==> src/hdl/ch3d_ram.sv <==
module ch3d_ram #(
    parameter int WIDTH = 8,
    parameter int DEPTH = 16
) (
    input  logic                     clk,
    input  logic                     wr_en,
    input  logic [$clog2(DEPTH)-1:0] wr_addr,
    input  logic [WIDTH-1:0]         wr_data,
    input  logic [$clog2(DEPTH)-1:0] rd_addr,
    output logic [WIDTH-1:0]         rd_data
);

    logic [WIDTH-1:0] mem [DEPTH];

    always_ff @(posedge clk)
    begin
        if (wr_en)
        begin
            mem[wr_addr] <= wr_data;
        end
        rd_data <= mem[rd_addr];
    end

endmodule

==> config.mk <==
export PLATFORM = sky130hd
export DESIGN_NAME = ch3d_ram
export DESIGN_NICKNAME = d
export VERILOG_FILES = /design/src/hdl/ch3d_ram.sv
export SDC_FILE = /design/constraint.sdc
export NUM_CORES = 1
export LEC_CHECK = 0
export BUFFER_PORTS_ARGS = -buffer_cell sky130_fd_sc_hd__buf_2
export CAP_MARGIN = 0
export CORE_MARGIN = 5
export CORE_UTILIZATION = 52
export CTS_CLUSTER_DIAMETER = 200
export DETAILED_ROUTE_END_ITERATION = 7
export PLACE_DENSITY = 0.66
export SYNTH_ARGS = -nofsm -noshare
export SYNTH_HDL_FRONTEND = slang
export SYNTH_SLANG_ARGS = --single-unit
==> constraint.sdc <==
create_clock -name clk -period 6 [get_ports clk]
set_input_delay 1.5 -clock clk [delete_from_list [all_inputs] [get_ports clk]]
set_output_delay 1.5 -clock clk [all_outputs]
set_load 0.005 [all_outputs]
==> impl_metrics.toml, run 1 <==
[synthesis]
synth.area.top_cells = "edfxtp_1, mux4_2, mux4_1"
synthCells = 229
yosysWarnings = 0
synth.top_cell.area_share = 0.747
yosysSeqAreaShare = 0.778
avgSynthCellArea_um2 = 22.5
synthesis.nets = 247
netlist_area_um2 = 5150
yosysUniqueCellTypes = 19
synth-seq-cells = 136
synth_top_area_cell = "edfxtp_1"

[timing]
max_freq_mhz = 337
rsz0062_at_grt = "no"
finalSetupViolations = 0
slew_viol_final = 0
post-route-period-util = 0.495
tns_ns = 0
timing.hold.ws_ns = 0.669
period_needed_ns = 2.97
tightest_slew_ns = 1.24
fin_skew_ns = 0.00572
slew_headroom = 0.168
finalHoldViolCount = 0

[drt]
drtIter0Drc = 152
detailroute.via_count = 2307
viasPerCell = 5.60
firstDrtPassIters = 4
remaining_drc_errors = 0
wl_per_cell_um = 21.7
antenna_left = 0
wirelength_um = 8950

[pwr]
power-per-cell-area_nw_per_um2 = 348
p_leak_nw = 1.97
finalPower_mw = 2.05
ir_worst_vdd_uv = 196

[setup_path]
crit_type = "primary input to flip-flop"
ff2ff_path_depth = 3
startpoint = "wr_addr[2]"
cp.required_ns = 6.12
ff2ff_setup_slack_ns = 4.64
timing.critical_path.to_type = "flip-flop"
critPathCapture = "mem[0][3]"
crit_arrival_ns = 3.09
reg2reg_from = "mem[1][1]"
r2r_end = "rd_data[1]"
worstPathMaxFanout = 8
critPathLaunchType = "primary input"

[floorplan]
design.die.area_um2 = 12000
coreArea_um2 = 9730
io_pins = 26
initial_core_util = 0.529
die_h_um = 109
row_count = 36
die_x_um = 109

[clocking]
clock_path_buffers = 2
cts_num_sinks = 136
ctsHoldBuffers = 0
cts_tree = "done"
htreeDepth = 4
clock-root-buffer = "clkbuf_8"
numCtsBuffers = 17
cts_setup_buffers = 0
clkLatencyLatePin_ns = 0.51
clkTransAtPathRegs_ns = 0.05
ctsResizeCount = 0

[finish]
nets = 284
fillers = 702
drive_above_1_share = 0.265
fin_util = 0.605
multi_input_area_um2 = 1060
syn_to_final_growth_pct = 14.4
antennaDiodeCount = 0
seqCellArea_um2 = 4000

[placement]
post-dp-hpwl_um = 5600
gp_routability_congestion = 0.751
portBuffers = 25

[grt]
grt.overflow.total = 0
grt_max_degree = 33
antenna_found_initial = 1
groute.usage.overall = 0.173
grt_pass1_wl_um = 13900
first_global_vias = 2415

[status]
status = "finished, final reports clean"

[hold_path]
hp-class = "flip-flop to flip-flop"

[flow_run]
max-cap-violations = 0
## critical path: stages
cell and delay [ns]:
buf_2 0.11, or3b_2 0.51, nor3_1 0.96
## kinds of logic after synthesis
logic type,share of synthesized area
and+or+nand+nor,0.0318
muxes,0.150
AOI/OAI and AO/OA,0.0233
DFF,0.778
buffers and inverters,0.0168
## where the power goes
part	internal (mW)	switching (mW)	leakage (nW)
combinational	0.0380	0.0509	0.486
clock	0.543	0.349	0.256
sequential	1.06	0.00595	1.22
## stage by stage
stage               instances  setup WS [ns]  area [um^2]
detailed placement        380           2.51         5380
global placement          380           2.51         5380
finish                    412           3.03         5890
floorplan                 229           3.01         5150
CTS                       412           3.06         5890
global route              412           2.97         5890
## cell usage after synthesis
master,n
and2b_1,1
a22oi_1,16
mux4_2,18
nor2_1,13
mux4_1,14
dfxtp_1,8
nor2b_1,1
edfxtp_1,128
nand3b_1,2
buf_2,3
and2_1,1
buf_6,3
nand3_1,1
or3b_2,1
buf_4,1
clkdlybuf4s25_2,3
nor3_1,4
nand2_1,9
nand2b_1,2
## cells in the final DEF (no fill, tap or decap), types with 2 or more instances in the layout
| cell type | instances |
|---|---|
| clkbuf_1 | 5 |
| a22oi_1 | 16 |
| buf_2 | 25 |
| edfxtp_1 | 128 |
| nor2_1 | 13 |
| nand2_1 | 9 |
| nand2b_1 | 2 |
| dfxtp_1 | 8 |
| clkinv_2 | 7 |
| mux4_2 | 18 |
| clkbuf_16 | 16 |
| mux4_1 | 14 |
| buf_4 | 3 |
| nor3_1 | 4 |
| nand3b_1 | 2 |
## routing by layer
| layer | GRT usage | vias to the layer above | wire length, um |
|---|---|---|---|
| li1 | - | 1048 | - |
| met1 | 0.223 | 1182 | 3700 |
| met2 | 0.266 | 67 | 4550 |
| met3 | 0.0716 | 8 | 603 |
| met4 | 0.0641 | 2 | 87 |
| met5 | 0 | - | 13 |
## flip-flops by register name, indices dropped and copies added, names as in the netlist
register / cells
mem: 128
rd_data: 8
## area by class of cell
cell class / count / area share
well taps: 133 / 0.0283
clock buffers: 22 / 0.0735
clock inverters: 10 / 0.0138
flip-flops and latches: 136 / 0.680
repair buffers: 28 / 0.0251
multi-input cells: 83 / 0.180
## worst min-delay path by stage
stage / from / end / slack, ns / cells after the start
3_3_place_gp: mem[15][0] / rd_data[0] / 0.65 / 3
3_5_place_dp: mem[15][3] / rd_data[3] / 0.66 / 3
6_report: mem[15][3] / rd_data[3] / 0.67 / 3
4_1_cts: mem[15][3] / rd_data[3] / 0.67 / 3
2_1_floorplan: mem[7][0] / rd_data[0] / 0.63 / 3
5_1_grt: mem[12][3] / rd_data[3] / 0.70 / 3
No activity file was read; power rests on OpenSTA's default activity.
==> inputs of run 2 (changes only) <==
- clock period: 6 -> 3.1 ns (I/O delays scaled with it)
==> run 2 against run 1 <==
Combinational power up 110%. First-iteration DRC count up 43%. Largest cell class unchanged. Die area is the same. Sequential share of layout area decreased by 1.1 points. Clock power increased by 95%. Utilization is 1.0 points higher. Highest routed layer is now met4. Cell area grew 1.7%. Largest power group unchanged. Global-route usage is 1.3 points higher. Clock skew is 0.0018 ns higher. Via count increased by 1.6%. Setup slack worse by 1.8 ns.
==> impl_metrics.toml, run 2 (same netlist as run 1, synthesis figures left out) <==
[hold_path]
hold_path_depth = 1
hp-class = "primary input to flip-flop"

[clocking]
cts_num_sinks = 136
clkTransAtPathRegs_ns = 0.06
htreeDepth = 4
ctsResizeCount = 0
cts_setup_buffers = 0
clkLatencyLatePin_ns = 0.52
numCtsBuffers = 17
clock-root-buffer = "clkbuf_8"
clock_path_buffers = 2
cts_tree = "done"
ctsHoldBuffers = 0

[pwr]
p_leak_nw = 2.02
power-per-cell-area_nw_per_um2 = 666
finalPower_mw = 3.99
ir_worst_vdd_uv = 480

[drt]
wl_met2_um = 4540
viasPerCell = 5.54
wl_per_cell_um = 23.0
antenna_left = 0
remaining_drc_errors = 0
detailroute.via_count = 2343
wirelength_um = 9720
drtIter0Drc = 218
firstDrtPassIters = 4
top_layer_used = "met4"
wl_met1_um = 4460
wl_met3_um = 607

[timing]
finalSetupViolations = 0
post-route-period-util = 0.601
period_needed_ns = 1.86
tightest_slew_ns = 0.767
slew_viol_final = 0
tns_ns = 0
rsz0062_at_grt = "no"
fin_skew_ns = 0.00756
finalHoldViolCount = 0
max_freq_mhz = 537
slew_headroom = 0.487

[setup_path]
critPathLaunchType = "primary input"
cp_slowest_stage_delay_ns = 0.61
crit_path_cell_trace = "buf_2 -> or3b_2 -> nor2_1"
crit_arrival_ns = 2.01
timing.critical_path.to_type = "flip-flop"
cp.required_ns = 3.25
ff2ff_path_depth = 3
worstPathMaxFanout = 8
crit_type = "primary input to flip-flop"
cp_slowest_cell = "nor2_1"
ff2ff_setup_slack_ns = 1.68

[flow_run]
max-cap-violations = 0

[finish]
largest_reg_flops = 128
final_cell_mix = "edfxtp_1, buf_2, mux4_2"
drive_above_1_share = 0.293
fillers = 690
final_area_um2 = 5990
antennaDiodeCount = 0
syn_to_final_growth_pct = 16.3
reg_top3 = "mem (128), rd_data (8)"
layout_commonest_cell = "edfxtp_1"
largest_register = "mem"
nets = 296

[placement]
place_area_um2 = 5480
portBuffers = 25
post-dp-hpwl_um = 5970
gp_routability_congestion = 0.745

[grt]
groute.usage.overall = 0.186
grt.overflow.total = 0
first_global_vias = 2432
grt_max_degree = 33
grt_pass1_wl_um = 14900
antenna_found_initial = 0

[floorplan]
row_count = 36
initial_core_util = 0.529
io_pins = 26
coreArea_um2 = 9730
design.die.area_um2 = 12000
die_x_um = 109
die_h_um = 109

[status]
status = "finished, final reports clean"
run 2: cell types whose count changed in the layout (fill, tap and decap cells not counted):
| cell | change |
|---|---|
| buf_4 | +11 |
| clkinv_2 | -2 |
| buf_12 | +1 |
| clkbuf_1 | -1 |
| clkinv_4 | -1 |
| clkinv_1 | +1 |
| clkinvlp_4 | +2 |
run 2: worst paths after layout:
check / end / from
setup reg to reg: rd_data[1] / mem[10][1]
hold / removal: mem[1][5] / wr_data[5]
setup / recovery: mem[3][6] / wr_addr[2]
hold reg to reg: rd_data[1] / mem[7][1]
run 2: critical path, delay by kind of cell:
family	cells	cell delay, ns
and+or+nand+nor	2	1.12
buffers and inverters	1	0.11
run 2: through the flow:
stage	worst slack, ns	std cells	hold slack [ns]	utilization
floorplan	0.832	229	0.629	-
global route	1.21	423	0.629	0.615
finish	1.24	423	0.636	0.615
detailed placement	0.706	392	0.652	0.563
CTS	1.27	423	0.610	0.615
global placement	0.703	392	0.648	0.563
run 2: power breakdown:
part	internal, mW	total, mW	switching (mW)
combinational	0.0793	0.185	0.105
clock	1.05	1.74	0.692
sequential	2.06	2.07	0.0116
run 2: final cells by class:
type / count / area [um^2] / area share
Clock inverter: 10 / 81.3 / 0.0136
Multi-Input combinational cell: 83 / 1060 / 0.177
Tap cell: 133 / 166 / 0.0278
Timing Repair Buffer: 40 / 250 / 0.0418
Sequential cell: 136 / 4000 / 0.669
Clock buffer: 21 / 429 / 0.0717
run 2: per-layer routing:
layer  GRT usage  up-vias
met2       0.265       72
met4      0.0775        0
met5           0        -
li1            -     1072
met3      0.0575        8
met1       0.268     1191
==> inputs of run 3 (changes only) <==
- PLACE_DENSITY: 0.66 -> 0.69
- clock period: 3.1 -> 1.7 ns (I/O delays scaled with it)
==> run 3 against run 2 <==
Setup slack got worse by 0.97 ns. Clock power rose by 90%. Sequential share of layout area down 1.7 points. Critical path depth shrank 2. Clock skew shrank 0.0026 ns. Hold slack got worse by 0.34 ns. Sequential cell count unchanged. Total power rose by 86%. Utilization is 1.6 points higher. Non-clock buffer count rose by 10. Largest cell class unchanged. Via count grew 3.8%.
==> impl_metrics.toml, run 3 (same netlist as run 1, synthesis figures left out) <==
[drt]
remaining_drc_errors = 0
antenna_left = 0
firstDrtPassIters = 5
detailroute.via_count = 2433
viasPerCell = 5.61
drtIter0Drc = 132
wl_per_cell_um = 22.0
wirelength_um = 9560

[clocking]
clock-root-buffer = "clkbuf_8"
numCtsBuffers = 17
clkLatencyLatePin_ns = 0.51
cts_setup_buffers = 0
ctsHoldBuffers = 0
htreeDepth = 4
ctsResizeCount = 0
cts_tree = "done"
clock_path_buffers = 2
clkTransAtPathRegs_ns = 0.06
cts_num_sinks = 136

[timing]
finalHoldViolCount = 0
rsz0062_at_grt = "no"
slew_headroom = 0.551
fin_skew_ns = 0.00497
slew_viol_final = 0
period_needed_ns = 1.44
tightest_slew_ns = 0.673
post-route-period-util = 0.845
finalSetupViolations = 0
max_freq_mhz = 696

[placement]
post-dp-hpwl_um = 5980
portBuffers = 25
gp_routability_congestion = 0.767
dp_cells = 402

[setup_path]
critPathLaunchType = "flip-flop"
cp_slowest_stage_delay_ns = 0.37
cp.required_ns = 1.27
worstPathMaxFanout = 1
crit_type = "flip-flop to primary output"
cp_num_buf_inv = 1
crit_arrival_ns = 1.01
timing.critical_path.to_type = "primary output"
cp_slowest_cell = "dfxtp_1"
cpLargestDelayFamily = "flip-flops"
crit_path_cell_trace = "buf_2"

[finish]
largest_reg_flops = 128
final_cell_mix = "edfxtp_1, buf_2, buf_4"
final-instance-count-excl-fill = 434
multi_input_area_um2 = 1060
antennaDiodeCount = 0
seqCellArea_um2 = 4000
fin_util = 0.632
nets = 306
largest_register = "mem"
drive_above_1_share = 0.332
syn_to_final_growth_pct = 19.4
fillers = 684
reg_top3 = "mem (128), rd_data (8)"
layout_commonest_cell = "edfxtp_1"

[grt]
grt.overflow.total = 0
antenna_found_initial = 0
grt_pass1_wl_um = 15100
groute.usage.overall = 0.185
first_global_vias = 2570
grt_max_degree = 17

[floorplan]
row_count = 36
coreArea_um2 = 9730
io_pins = 26
die_x_um = 109
design.die.area_um2 = 12000
die_h_um = 109
initial_core_util = 0.529

[pwr]
finalPower_mw = 7.44
ir_worst_vdd_uv = 546
p_leak_nw = 2.12
power-per-cell-area_nw_per_um2 = 1210

[hold_path]
hp-class = "primary input to flip-flop"

[status]
status = "finished, final reports clean"

[flow_run]
max-cap-violations = 0
## run 3: cell types whose count changed in the layout (fill, tap and decap cells not counted), sizes merged
cell and delta:
buf +10, clkbuf +2, clkinvlp -2, clkinv +1
## run 3: area by class of cell
| class | instances | area share |
|---|---|---|
| repair buffers | 50 | 0.0591 |
| clock buffers | 23 | 0.0776 |
| well taps | 133 | 0.0271 |
| multi-input cells | 83 | 0.173 |
| flip-flops and latches | 136 | 0.652 |
| clock inverters | 9 | 0.0118 |
## run 3: worst register-to-register path: stages, from the launching register on
cell and delay [ns]:
edfxtp_1 0.38, mux4_2 0.48, a22oi_1 0.19, buf_4 0.15
nand2_1 0.05
## run 3: final timing paths
| path | slack (ns) | depth (start not counted) | start | endpoint |
|---|---|---|---|---|
| worst max-delay path | 0.26 | 1 | rd_data[4] | rd_data[4] |
| worst min-delay path | 0.29 | 1 | wr_data[2] | mem[8][2] |
| worst max register to register | 0.33 | 4 | mem[3][6] | rd_data[6] |
| worst min register to register | 0.68 | 3 | mem[12][4] | rd_data[4] |
## run 3: metal layers
layer  vias up  wire [um]  part of all wire  track usage
met5         -          0                 0            0
met4         0        105             0.011       0.0686
met3         9        494             0.052       0.0552
met2        71       5030              0.53        0.291
met1      1262       3930              0.41        0.247
li1       1091          -                 -            -
## run 3: power by group
group          switching, mW  total, mW  leakage, nW  internal, mW
sequential            0.0235       3.77         1.22          3.75
combinational          0.191      0.357        0.619         0.166
clock                   1.24       3.31        0.277          2.07
total                   1.45       7.44         2.12          5.99
## run 3: through the flow
| stage | hold slack, ns | instance area [um^2] | setup TNS [ns] | setup slack, ns |
|---|---|---|---|---|
| 5_1_grt | 0.280 | 6140 | 0 | 0.193 |
| 2_1_floorplan | 0.524 | 5150 | 0 | 0.00885 |
| 6_report | 0.291 | 6140 | 0 | 0.263 |
| 4_1_cts | 0.271 | 6140 | 0 | 0.219 |
| 3_5_place_dp | 0.671 | 5600 | -0.677 | -0.158 |
| 3_3_place_gp | 0.657 | 5600 | -0.544 | -0.158 |
